[src/sv/multi_rate_tick_event_table_assert.svh]
// ----------------------------------------------------------------------------
// Assertion macros for the multi-rate tick event table
// Shared concurrent-check forms, clocked and reset-qualified in one place.
// ----------------------------------------------------------------------------
`ifndef MULTI_RATE_TICK_EVENT_TABLE_ASSERT_SVH
`define MULTI_RATE_TICK_EVENT_TABLE_ASSERT_SVH

// Same-cycle implication, disabled while reset is asserted.
`define MRTE_ASSERT_NOW(label, clk, rstn, ante, cons) \
    label: assert property (@(posedge clk) disable iff (!rstn) (ante) |-> (cons)) \
        else $error("check failed: same-cycle implication");

// Next-cycle implication, disabled while reset is asserted.
`define MRTE_ASSERT_NEXT(label, clk, rstn, ante, cons) \
    label: assert property (@(posedge clk) disable iff (!rstn) (ante) |=> (cons)) \
        else $error("check failed: next-cycle implication");

`endif

[src/sv/mrte_pkg.sv]
// ----------------------------------------------------------------------------
// mrte_pkg
// Codes, field widths and state encoding for the tick event table.
// ----------------------------------------------------------------------------
package mrte_pkg;

    localparam int CMD_W   = 2;
    localparam int FREQ_W  = 16;
    localparam int SLOT_W  = 3;
    localparam int COUNT_W = 24;
    localparam int STAT_W  = 2;
    localparam int FLAGS_W = 8;
    localparam int PROD_W  = COUNT_W + FREQ_W;
    localparam int FRAC_W  = 15;   // counter ticks at 32768 Hz

    localparam int S_TDATA_W = 48;
    localparam int M_TDATA_W = 16;

    typedef enum logic [CMD_W-1:0] {
        CMD_CREATE = 2'd0,
        CMD_FREE   = 2'd1,
        CMD_TICK   = 2'd2,
        CMD_CLEAR  = 2'd3
    } cmd_t;

    typedef enum logic [STAT_W-1:0] {
        STAT_OK     = 2'd0,
        STAT_FULL   = 2'd1,
        STAT_UNUSED = 2'd2
    } status_t;

    typedef enum logic [2:0] {
        ST_IDLE   = 3'b001,
        ST_SWEEP  = 3'b010,
        ST_FINISH = 3'b100
    } state_t;

endpackage

[src/sv/mrte_ram.sv]
// ----------------------------------------------------------------------------
// mrte_ram
// Generic simple dual-port RAM: one write port, one registered read port.
// ----------------------------------------------------------------------------
module mrte_ram #(
    parameter int WIDTH = 8,
    parameter int DEPTH = 8
) (
    input  logic                                       aclk,
    input  logic                                       we,
    input  logic [((DEPTH > 1) ? $clog2(DEPTH) : 1)-1:0] waddr,
    input  logic [WIDTH-1:0]                           wdata,
    input  logic [((DEPTH > 1) ? $clog2(DEPTH) : 1)-1:0] raddr,
    output logic [WIDTH-1:0]                           rdata
);

    logic [WIDTH-1:0] mem [DEPTH];
    logic [WIDTH-1:0] rdata_reg;

    always_ff @(posedge aclk) begin
        if (we) begin
            mem[waddr] <= wdata;
        end
        rdata_reg <= mem[raddr];
    end

    assign rdata = rdata_reg;

endmodule

[src/sv/multi_rate_tick_event_table.sv]
// ----------------------------------------------------------------------------
// multi_rate_tick_event_table
// Periodic event slots paced by a shared 32768 Hz real-time counter.
// ----------------------------------------------------------------------------
// Usage:
//   Input beats arrive on s_tvalid/s_tready; s_tuser carries the command
//   (create, free, tick, clear flag), s_tdata the frequency, slot and counter.
//   Each beat yields exactly one result beat on m_tvalid/m_tready carrying
//   the slot given, a status and the low eight event flags.
// Throughput:
//   Create, free and clear finish in the accepting cycle; the result is
//   registered and shows on the next cycle, so one such beat per cycle
//   while the receiver takes results. A tick sweeps the frequency and count
//   memories one slot per cycle through a read / multiply / compare-and-write
//   pipeline, and its result is loaded once the pipeline has drained.
// Reset:
//   aresetn (synchronous, active low) clears every valid bit and flag and
//   empties the pipeline. Frequency and count memories are not cleared;
//   create writes them before any tick acts on them.
// Stalls:
//   A pending result is held on m_tdata until taken. The next beat is
//   accepted in the cycle the held result drains, so a stalled receiver
//   stalls the input side by exactly that long.
// ----------------------------------------------------------------------------
`include "multi_rate_tick_event_table_assert.svh"

module multi_rate_tick_event_table #(
    parameter int SLOTS = 8
) (
    input  logic                            aclk,
    input  logic                            aresetn,
    input  logic                            s_tvalid,
    output logic                            s_tready,
    // [15:0] frequency, [18:16] slot, [42:19] counter, [47:43] zero
    input  logic [mrte_pkg::S_TDATA_W-1:0]  s_tdata,
    // [1:0] command
    input  logic [mrte_pkg::CMD_W-1:0]      s_tuser,
    output logic                            m_tvalid,
    input  logic                            m_tready,
    // [2:0] slot_given, [4:3] status, [12:5] flags, [15:13] zero
    output logic [mrte_pkg::M_TDATA_W-1:0]  m_tdata
);

    import mrte_pkg::*;

    localparam int IDX_W = (SLOTS > 1) ? $clog2(SLOTS) : 1;
    localparam logic [IDX_W-1:0] LAST_IDX = IDX_W'(SLOTS - 1);
    localparam int RES_W = SLOT_W + STAT_W + FLAGS_W;

    // Input field split
    cmd_t                in_cmd;
    logic [FREQ_W-1:0]   in_freq;
    logic [SLOT_W-1:0]   in_slot;
    logic [COUNT_W-1:0]  in_counter;

    assign in_cmd     = cmd_t'(s_tuser);
    assign in_freq    = s_tdata[FREQ_W-1:0];
    assign in_slot    = s_tdata[FREQ_W+SLOT_W-1:FREQ_W];
    assign in_counter = s_tdata[FREQ_W+SLOT_W+COUNT_W-1:FREQ_W+SLOT_W];

    // Control state
    state_t              state_reg, state_next;
    logic [SLOTS-1:0]    valid_reg, valid_next;
    logic [SLOTS-1:0]    flag_reg, flag_next;
    logic [IDX_W-1:0]    rd_idx_reg, rd_idx_next;
    logic                s1_vld_reg, s1_vld_next;
    logic                s2_vld_reg, s2_vld_next;
    logic                m_valid_reg, m_valid_next;

    // Payload
    logic [COUNT_W-1:0]  counter_reg, counter_next;
    logic [SLOT_W-1:0]   tick_slot_reg, tick_slot_next;
    logic [IDX_W-1:0]    s1_idx_reg, s1_idx_next;
    logic [IDX_W-1:0]    s2_idx_reg, s2_idx_next;
    logic [COUNT_W-1:0]  s2_q_reg, s2_q_next;
    logic [COUNT_W-1:0]  s2_count_reg, s2_count_next;
    logic [RES_W-1:0]    m_data_reg, m_data_next;

    // Memory ports
    logic                freq_we;
    logic [IDX_W-1:0]    freq_waddr;
    logic [FREQ_W-1:0]   freq_wdata;
    logic [FREQ_W-1:0]   freq_rdata;
    logic                count_we;
    logic [IDX_W-1:0]    count_waddr;
    logic [COUNT_W-1:0]  count_wdata;
    logic [COUNT_W-1:0]  count_rdata;

    // Helpers
    logic                accept;
    logic                out_free;
    logic                free_found;
    logic [IDX_W-1:0]    free_idx;
    logic                slot_in_range;
    logic [IDX_W-1:0]    slot_idx;
    logic                slot_used;
    logic [PROD_W-1:0]   prod;
    logic                out_load;
    logic [SLOT_W-1:0]   out_given;
    status_t             out_status;
    logic [SLOTS+FLAGS_W-1:0] flag_wide;

    mrte_ram #(.WIDTH(FREQ_W), .DEPTH(SLOTS)) u_freq_ram (
        .aclk  (aclk),
        .we    (freq_we),
        .waddr (freq_waddr),
        .wdata (freq_wdata),
        .raddr (rd_idx_reg),
        .rdata (freq_rdata)
    );

    mrte_ram #(.WIDTH(COUNT_W), .DEPTH(SLOTS)) u_count_ram (
        .aclk  (aclk),
        .we    (count_we),
        .waddr (count_waddr),
        .wdata (count_wdata),
        .raddr (rd_idx_reg),
        .rdata (count_rdata)
    );

    // Handshake: take a beat only when idle and the result register can drain.
    assign out_free = !m_valid_reg || m_tready;
    assign s_tready = (state_reg == ST_IDLE) && out_free;
    assign accept   = s_tvalid && s_tready;

    // Lowest free slot for create.
    always_comb begin
        free_found = 1'b0;
        free_idx   = '0;
        for (int i = SLOTS - 1; i >= 0; i--) begin
            if (!valid_reg[i]) begin
                free_found = 1'b1;
                free_idx   = IDX_W'(i);
            end
        end
    end

    assign slot_in_range = int'(in_slot) < SLOTS;
    assign slot_idx      = IDX_W'(in_slot);
    assign slot_used     = slot_in_range && valid_reg[slot_idx];

    // Stage 1: scale the read frequency by the counter; keep the 24-bit quotient.
    assign prod = PROD_W'(counter_reg) * PROD_W'(freq_rdata);

    always_comb begin
        state_next     = state_reg;
        valid_next     = valid_reg;
        flag_next      = flag_reg;
        rd_idx_next    = rd_idx_reg;
        counter_next   = counter_reg;
        tick_slot_next = tick_slot_reg;

        s1_vld_next    = 1'b0;
        s1_idx_next    = rd_idx_reg;
        s2_vld_next    = s1_vld_reg;
        s2_idx_next    = s1_idx_reg;
        s2_q_next      = prod[FRAC_W+COUNT_W-1:FRAC_W];
        s2_count_next  = count_rdata;

        freq_we        = 1'b0;
        freq_waddr     = free_idx;
        freq_wdata     = in_freq;
        count_we       = 1'b0;
        count_waddr    = free_idx;
        count_wdata    = '0;

        out_load       = 1'b0;
        out_given      = in_slot;
        out_status     = STAT_OK;

        // Stage 2: on a change, raise the flag and write back the new count.
        if (s2_vld_reg && valid_reg[s2_idx_reg] && (s2_q_reg != s2_count_reg)) begin
            flag_next[s2_idx_reg] = 1'b1;
            count_we              = 1'b1;
            count_waddr           = s2_idx_reg;
            count_wdata           = s2_q_reg;
        end

        unique case (state_reg)
            ST_IDLE: begin
                if (accept) begin
                    unique case (in_cmd) inside
                        CMD_CREATE: begin
                            out_load = 1'b1;
                            if (free_found) begin
                                valid_next[free_idx] = 1'b1;
                                flag_next[free_idx]  = 1'b0;
                                freq_we              = 1'b1;
                                count_we             = 1'b1;
                                out_given            = SLOT_W'(free_idx);
                            end else begin
                                out_status = STAT_FULL;
                            end
                        end
                        CMD_TICK: begin
                            state_next     = ST_SWEEP;
                            rd_idx_next    = '0;
                            counter_next   = in_counter;
                            tick_slot_next = in_slot;
                        end
                        CMD_FREE, CMD_CLEAR: begin
                            out_load = 1'b1;
                            if (!slot_used) begin
                                out_status = STAT_UNUSED;
                            end else begin
                                flag_next[slot_idx] = 1'b0;
                                if (in_cmd == CMD_FREE) begin
                                    valid_next[slot_idx] = 1'b0;
                                end
                            end
                        end
                        default: begin
                            out_load = 1'b0;
                        end
                    endcase
                end
            end
            ST_SWEEP: begin
                // Issue one memory read per cycle.
                s1_vld_next = 1'b1;
                if (rd_idx_reg == LAST_IDX) begin
                    state_next = ST_FINISH;
                end else begin
                    rd_idx_next = rd_idx_reg + 1'b1;
                end
            end
            ST_FINISH: begin
                // Wait for the pipeline to drain and the result register to free up.
                if (!s1_vld_reg && !s2_vld_reg && out_free) begin
                    out_load   = 1'b1;
                    out_given  = tick_slot_reg;
                    state_next = ST_IDLE;
                end
            end
            default: begin
                state_next = ST_IDLE;
            end
        endcase

        flag_wide    = {{FLAGS_W{1'b0}}, flag_next};
        m_data_next  = {flag_wide[FLAGS_W-1:0], out_status, out_given};
        m_valid_next = out_load || (m_valid_reg && !m_tready);
    end

    always_ff @(posedge aclk) begin
        if (!aresetn) begin
            state_reg   <= ST_IDLE;
            valid_reg   <= '0;
            flag_reg    <= '0;
            rd_idx_reg  <= '0;
            s1_vld_reg  <= 1'b0;
            s2_vld_reg  <= 1'b0;
            m_valid_reg <= 1'b0;
        end else begin
            state_reg   <= state_next;
            valid_reg   <= valid_next;
            flag_reg    <= flag_next;
            rd_idx_reg  <= rd_idx_next;
            s1_vld_reg  <= s1_vld_next;
            s2_vld_reg  <= s2_vld_next;
            m_valid_reg <= m_valid_next;
        end
    end

    always_ff @(posedge aclk) begin
        counter_reg   <= counter_next;
        tick_slot_reg <= tick_slot_next;
        s1_idx_reg    <= s1_idx_next;
        s2_idx_reg    <= s2_idx_next;
        s2_q_reg      <= s2_q_next;
        s2_count_reg  <= s2_count_next;
        if (out_load) begin
            m_data_reg <= m_data_next;
        end
    end

    assign m_tvalid = m_valid_reg;
    assign m_tdata  = {{(M_TDATA_W - RES_W){1'b0}}, m_data_reg};

    // Checks
    `MRTE_ASSERT_NOW(a_ready_pipe_empty, aclk, aresetn, s_tready, !s1_vld_reg && !s2_vld_reg)
    `MRTE_ASSERT_NOW(a_wb_not_idle, aclk, aresetn, s2_vld_reg, state_reg != ST_IDLE)
    `MRTE_ASSERT_NEXT(a_cmd_result, aclk, aresetn, accept && (in_cmd != CMD_TICK), m_valid_reg)
    `MRTE_ASSERT_NEXT(a_sweep_reads, aclk, aresetn, state_reg == ST_SWEEP, s1_vld_reg)

endmodule

[config.mk]
export PLATFORM = sky130hd
export DESIGN_NAME = multi_rate_tick_event_table
export DESIGN_NICKNAME = d
export VERILOG_FILES = /design/src/sv/mrte_pkg.sv /design/src/sv/mrte_ram.sv /design/src/sv/multi_rate_tick_event_table.sv
export VERILOG_INCLUDE_DIRS = /design/src /design/src/sv
export SDC_FILE = /design/constraint.sdc
export NUM_CORES = 1
export LEC_CHECK = 0
export BUFFER_PORTS_ARGS = -buffer_cell sky130_fd_sc_hd__clkbuf_2
export CAP_MARGIN = 10
export CORE_MARGIN = 5
export CORE_UTILIZATION = 60
export DETAILED_ROUTE_END_ITERATION = 10
export PLACE_DENSITY = 0.75
export RECOVER_POWER = 25
export SYNTH_ARGS = -nofsm -noshare
export SYNTH_HDL_FRONTEND = slang
export SYNTH_SLANG_ARGS = --single-unit
[constraint.sdc]
create_clock -name aclk -period 16 [get_ports aclk]
set_input_delay 1.6 -clock aclk [delete_from_list [all_inputs] [get_ports aclk]]
set_output_delay 1.6 -clock aclk [all_outputs]
set_load 0.01 [all_outputs]
# After elaboration in Yosys (flattened, before gate mapping)
# Memory sizes are Yosys's and may differ from the RTL's. A register that Yosys moved wholly into a read port is not among the register bits.
# Index checks and enable logic that the tools add are counted.
[word_totals] ff_bits=119 n_memories=2 output_inout_bits=18 in_bits=54 mem_bits_rw=320 wordCells=147
[mem_list] memory="u_count_ram.mem" words=8 width=24 rd=1 rd_ports_with_merged_regs=1 wr=1 line="mrte_ram.sv:17" text="logic [WIDTH-1:0] mem [DEPTH];"
[mem_list] memory="u_freq_ram.mem" words=8 width=16 rd=1 rd_ports_with_merged_regs=1 wr=1 line="mrte_ram.sv:17"
[op_classes] n_mul=1 bitwise=7 reduce_logical=26 addsub=1 order_cmp=6 eq_ne=16 muxes=73
[op_table] cell="$mux 8" n=8
[op_table] cell="$mux 3" n=20
[op_table] cell="$mul 24x16->39" n=1
[op_table] cell="$pmux 8 s2" n=2
[op_table] cell="$mux 1" n=31
[op_table] cell="$and 8x8->8" n=3
[op_table] cell="$mux 24" n=1
[op_table] cell="$ne 24x24->1" n=1
[op_table] cell="$not 8->8" n=2
[op_table] cell="$or 8x8->8" n=2
[op_table] cell="$ne 2x2->1 const B" n=7
[op_table] cell="$lt 3x4->1 const B" n=3
[op_table] cell="$pmux 3 s2" n=2
[op_table] cell="$logic_and 1x1->1" n=10
[op_table] cell="$demux 1 s3" n=3
[op_table] cell="$ge 3x1->1 const B" n=3
[op_table] cell="$pmux 3 s3" n=1
[op_table] cell="$reduce_and 4->1" n=2
[op_table] cell="$bmux 1 s3" n=2
[op_table] cell="$eq 3x3->1 const B" n=2
[op_table] cell="$reduce_and 6->1" n=1
[op_table] cell="$eq 2x2->1 const B" n=2
[op_table] cell="$logic_not 1->1" n=4
[op_table] cell="$pmux 2 s2" n=1
[op_table] cell="other kinds (14)" n=16

# Depth between registers and ports, before layout
[depth] ltp_word=18 depth_mapped=22 depth_no_buf=21

# Cells and area by module
# Synthesis repeated with hierarchy kept, for this count alone.
[unflattened] cells_unflattened=2276 hier_area_um2=29330.6
[modules_own_cells] mod="multi_rate_tick_event_table" area_per_inst_um2=16239.3 n_inst=1 cells_per_inst=1748 seq_area_each_um2=2782.7
[modules_own_cells] mod="mrte_ram at u_count_ram" area_per_inst_um2=7797.5 n_inst=1 cells_per_inst=314 seq_area_each_um2=6246.0
[modules_own_cells] mod="mrte_ram at u_freq_ram" area_per_inst_um2=5293.8 n_inst=1 cells_per_inst=214 seq_area_each_um2=4164.0

# Worst setup path before layout
# Ideal clock, no wire load.
[synth_path] kind="register to register" startpoint="reg counter_reg[20]" endpoint="reg s2_q_reg[23]" period_less_slack_ns=5.701 setup_time_ns=0.128 setup_slack_ns=10.299 n_path_buf=1 arrival_time_ns=5.573 required_time_ns=15.872 path_stages_with_launch=22 cell_sequence="edfxtp_1 -> clkbuf_1 -> nand2_1 -> fa_1 -> inv_1 -> fa_1 -> inv_1 -> fa_1 -> inv_1 -> fa_1 -> fa_1 -> inv_1 -> fa_1 -> inv_1 -> ha_1 -> a21oi_1 -> o21ai_0 -> a41o_1 -> a32o_1 -> nor2_1 -> mux2i_1 -> nand4_1"
[synth_between] elab_chain_cells=1
[synth_rtl] item="start: declaration" line="multi_rate_tick_event_table.sv:71" text="logic [COUNT_W-1:0] counter_reg, counter_next;"
[synth_rtl] item="start signal: assignment" line="multi_rate_tick_event_table.sv:266" text="counter_reg <= counter_next;"
[synth_rtl] item="$mul 24x16->39" line="multi_rate_tick_event_table.sv:143" text="assign prod = PROD_W'(counter_reg) * PROD_W'(freq_rdata);"
[synth_rtl] item="net prod[38]" line="multi_rate_tick_event_table.sv:97" text="logic [PROD_W-1:0] prod;"
[synth_rtl] item="end signal: assignment" line="multi_rate_tick_event_table.sv:270" text="s2_q_reg <= s2_q_next;"
[synth_rtl] item="end: declaration" line="multi_rate_tick_event_table.sv:75" text="logic [COUNT_W-1:0] s2_q_reg, s2_q_next;"
# The timed path passes the listed nets, and every way through them passes these cells.
# A chain may end at the register's enable or synchronous reset.

# Final worst setup path
[layout_path] startpoint="reg u_freq_ram.rdata_reg[2] (netlist: u_freq_ram.rdata[2]) (read register of u_freq_ram.mem)" endpoint="reg s2_q_reg[17]"
[layout_between] elab_chain_cells=1
[layout_rtl] item="start: declaration" line="mrte_ram.sv:18" text="logic [WIDTH-1:0] rdata_reg;"
[layout_rtl] item="$mul 24x16->39" line="multi_rate_tick_event_table.sv:143"
[layout_rtl] item="net prod[32]" line="multi_rate_tick_event_table.sv:97"
# The timed path passes the listed nets, and every way through them passes these cells.

==> impl_metrics.json <==
{
  "status": "finished, violations left",
  "violations": "max-capacitance violations, max-slew violations",
  "met1_usage_pct": 33.3,
  "drt-initial-drc-count": 1249,
  "num_vias": 17948,
  "cp_max_fo": 24,
  "synth-edff-count": 360,
  "yosysWarnings": 0,
  "insertion_delay_ns": 0.60,
  "cp_top_family": "adder cells",
  "drtPass1Iterations": 5,
  "worstSetupPathType": "reg2reg",
  "p_int_w": 0.00299,
  "dp_slack_ns": 8.93,
  "rsz0062_at_grt": "no",
  "syn_inst": 2329,
  "p_seq_share_pct": 29.6,
  "dieWidth_um": 231,
  "largest-register": "u_count_ram.mem",
  "reg_top3": "u_count_ram.mem: 192 flops, u_freq_ram.mem: 128 flops",
  "wl_per_cell_um": 20.9,
  "grt_usage_pct": 24.7,
  "antenna_found_initial": 0,
  "port_buffers": 63,
  "period_share_pct": 44.9,
  "clk_pin_slew_ns": 0.06,
  "min_delay_worst_endpoint": "s2_count_reg[23]",
  "synthFlopType": "edfxtp_1",
  "tightest_slew_ns": 4.27,
  "p_leak_nw": 12.6,
  "synth_area_um2": 29400,
  "nets": 2828,
  "fp.dieH_um": 231,
  "areaGrowthSynthToFinish_pct": 8.74,
  "min_path_type": "reg2reg",
  "start_kind": "flop",
  "maxCapViolations": 4,
  "ys_ff_latch": 479,
  "finalHoldViolations": 0,
  "ctsHoldBuffers": 0,
  "skew_ns": 0.0225,
  "viasPerCell": 5.86,
  "cp-end-kind": "flop",
  "grt_pass1_vias": 19493,
  "grt-ovfl-total": 0,
  "drive_gt1_share_pct": 11.8,
  "ios": 72,
  "antennaDiodeCount": 0,
  "setup_slack_ns": 8.81,
  "min_period_ns": 7.19,
  "crit_slowest_cell": "dfxtp_1",
  "dp_hpwl_um": 42200,
  "r2r_end": "s2_q_reg[17]",
  "final_cell_mix": "inv_1, edfxtp_1, fa_1, nand2_1, and2_1",
  "root_buffer": "clkbuf_16",
  "grt_pass1_wl_um": 104000,
  "placed_area_um2": 30400,
  "grtUsageMet3_pct": 4.68,
  "drcViolationCount": 0,
  "rr_worst_depth": 20,
  "critPathMaxStageDelay_ns": 1.11,
  "rows": 81,
  "p_sw_w": 0.00192,
  "cts_max_level": 2,
  "power_density_nw_per_um2": 154,
  "holdWs_ns": 0.325,
  "report.power.total_w": 0.00491,
  "hold_depth": 0,
  "cp_num_buf_inv": 5,
  "nFillCells": 3516,
  "clkPwrFrac_pct": 23.6,
  "cp_common_cell": "fa_1",
  "cts.sink_count": 479,
  "gp_congestion": 0.909,
  "ant_nets": 0,
  "hold_path_startpoint": "u_count_ram.rdata[23]",
  "largest_reg_flops": 192,
  "critPathArrivalTime_ns": 7.70,
  "setup_viol": 0,
  "p_comb_share_pct": 46.8,
  "post_cts_buffers": 0,
  "top_usage_layer": "met2",
  "coreArea_um2": 48700,
  "grt_max_degree": 65,
  "yosysUniqueCellTypes": 77,
  "path_cells": "nand2_1 -> fa_1 -> inv_1 -> fa_1 -> inv_1 -> fa_1 -> inv_1 -> fa_1 -> fa_1 -> inv_1 -> fa_1 -> inv_1 -> ha_1 -> a21oi_1 -> o21a_1 -> o2bb2ai_1 -> a2111oi_0 -> o21ai_0 -> a31oi_1 -> xnor2_1",
  "routed_wl_um": 64000,
  "cts_resized": 0,
  "regToRegSetupSlack_ns": 8.81,
  "maxSlewViolCount": 116,
  "tns_ns": 0,
  "ys_seq_area_share_pct": 44.9,
  "p_sw_share_pct": 39.2,
  "worstPathRequired_ns": 16.51,
  "synthArstFlopShare_pct": 0,
  "clock.fmax_mhz": 139,
  "synth.avg_cell_area_um2": 12.6,
  "worst_slew_margin_rel_pct": -185,
  "final_area_um2": 32000,
  "gr-usage-met2_pct": 41.3,
  "cts_buffers": 48,
  "cts_tree": "built",
  "r2r-start": "u_freq_ram.rdata[2]",
  "cts_buffer_depth": 3,
  "ir_drop_uv": 169,
  "floorplan.initialDensity_pct": 60.3,
  "dieArea_um2": 53600
}
-- power by group through the flow --
stage               clock network [W]  registers (W)  logic, W
floorplan                           0        0.00145   0.00168
global placement                    0        0.00148   0.00224
detailed placement                  0        0.00148   0.00227
CTS                           0.00118        0.00145   0.00229
global route                  0.00124        0.00146   0.00256
finish                        0.00116        0.00145   0.00230
-- final cells by class --
type | instances | area (um^2) | area share, %
well taps | 664 | 831 | 2.60
repair buffers | 91 | 493 | 1.54
inverters | 361 | 1360 | 4.24
clock buffers | 60 | 1310 | 4.08
flip-flops and latches | 479 | 13200 | 41.2
multi-input cells | 1382 | 14500 | 45.3
clock inverters | 28 | 333 | 1.04
-- cell families after synthesis --
kind of cell,share of synthesized area [%]
buf+inv,6.15
simple gates,10.6
compound gates,3.77
other cells,0.0127
flops,44.9
xor+xnor,1.49
mux,7.92
fa+ha+maj,25.2
-- cells in the mapped netlist, types with 4 or more instances --
| master | instances | area share [%] |
|---|---|---|
| a211oi_1 | 7 | 0.18 |
| a21o_1 | 8 | 0.20 |
| a21oi_1 | 58 | 0.99 |
| a221o_1 | 5 | 0.17 |
| a311oi_1 | 4 | 0.12 |
| a31oi_1 | 7 | 0.15 |
| and2_1 | 186 | 4.0 |
| and3_1 | 5 | 0.11 |
| buf_2 | 12 | 0.20 |
| buf_4 | 4 | 0.10 |
| clkbuf_1 | 89 | 1.1 |
| dfxtp_1 | 119 | 8.1 |
| edfxtp_1 | 360 | 37 |
| fa_1 | 304 | 21 |
| ha_1 | 107 | 4.6 |
| inv_1 | 360 | 4.6 |
| mux2_2 | 41 | 1.6 |
| mux4_2 | 82 | 6.3 |
| nand2_1 | 273 | 3.5 |
| nand2b_1 | 9 | 0.19 |
| nand3_1 | 14 | 0.24 |
| nand4_1 | 19 | 0.40 |
| nor2_1 | 41 | 0.52 |
| nor2b_1 | 10 | 0.21 |
| nor3_1 | 25 | 0.43 |
| nor3b_1 | 5 | 0.13 |
| nor4_1 | 5 | 0.11 |
| o21ai_0 | 34 | 0.58 |
| o21bai_1 | 7 | 0.18 |
| o22ai_1 | 6 | 0.13 |
| or3_1 | 8 | 0.17 |
| xnor2_1 | 33 | 0.98 |
| xor2_1 | 17 | 0.51 |
-- worst max-delay path by stage --
stage / from / to / slack, ns / cells after the start
2_1_floorplan: counter_reg[20] / s2_q_reg[23] / 10.30 / 21
3_3_place_gp: u_freq_ram.rdata[1] / s2_q_reg[17] / 8.99 / 20
3_5_place_dp: u_freq_ram.rdata[1] / s2_q_reg[17] / 8.93 / 20
4_1_cts: u_freq_ram.rdata[1] / s2_q_reg[17] / 8.82 / 20
5_1_grt: u_freq_ram.rdata[1] / s2_q_reg[17] / 8.35 / 20
6_report: u_freq_ram.rdata[2] / s2_q_reg[17] / 8.81 / 20
-- through the flow --
stage / instances / util, %
after global placement: 2977 / 62.4
final: 3065 / 65.6
after global routing: 3065 / 65.6
after CTS: 3065 / 65.8
after detailed placement: 2977 / 62.4
after floorplan: 2331 / -
-- metal layers --
layer,vias up,wire [um]
li1,7820,-
met4,0,1970
met2,731,32000
met5,-,0
met3,179,4990
met1,9218,25100
-- worst register-to-register path, stage by stage, from the launching register on --
cell	delay, ns
dfxtp_1	1.11
nand2_1	0.24
fa_1	0.57
inv_1	0.06
fa_1	0.53
inv_1	0.05
fa_1	0.50
inv_1	0.06
fa_1	0.44
fa_1	0.52
inv_1	0.05
fa_1	0.52
inv_1	0.05
ha_1	0.38
a21oi_1	0.21
o21a_1	0.18
o2bb2ai_1	0.09
a2111oi_0	0.82
o21ai_0	0.32
a31oi_1	0.27
xnor2_1	0.14
(Power assumes the default switching activity.)
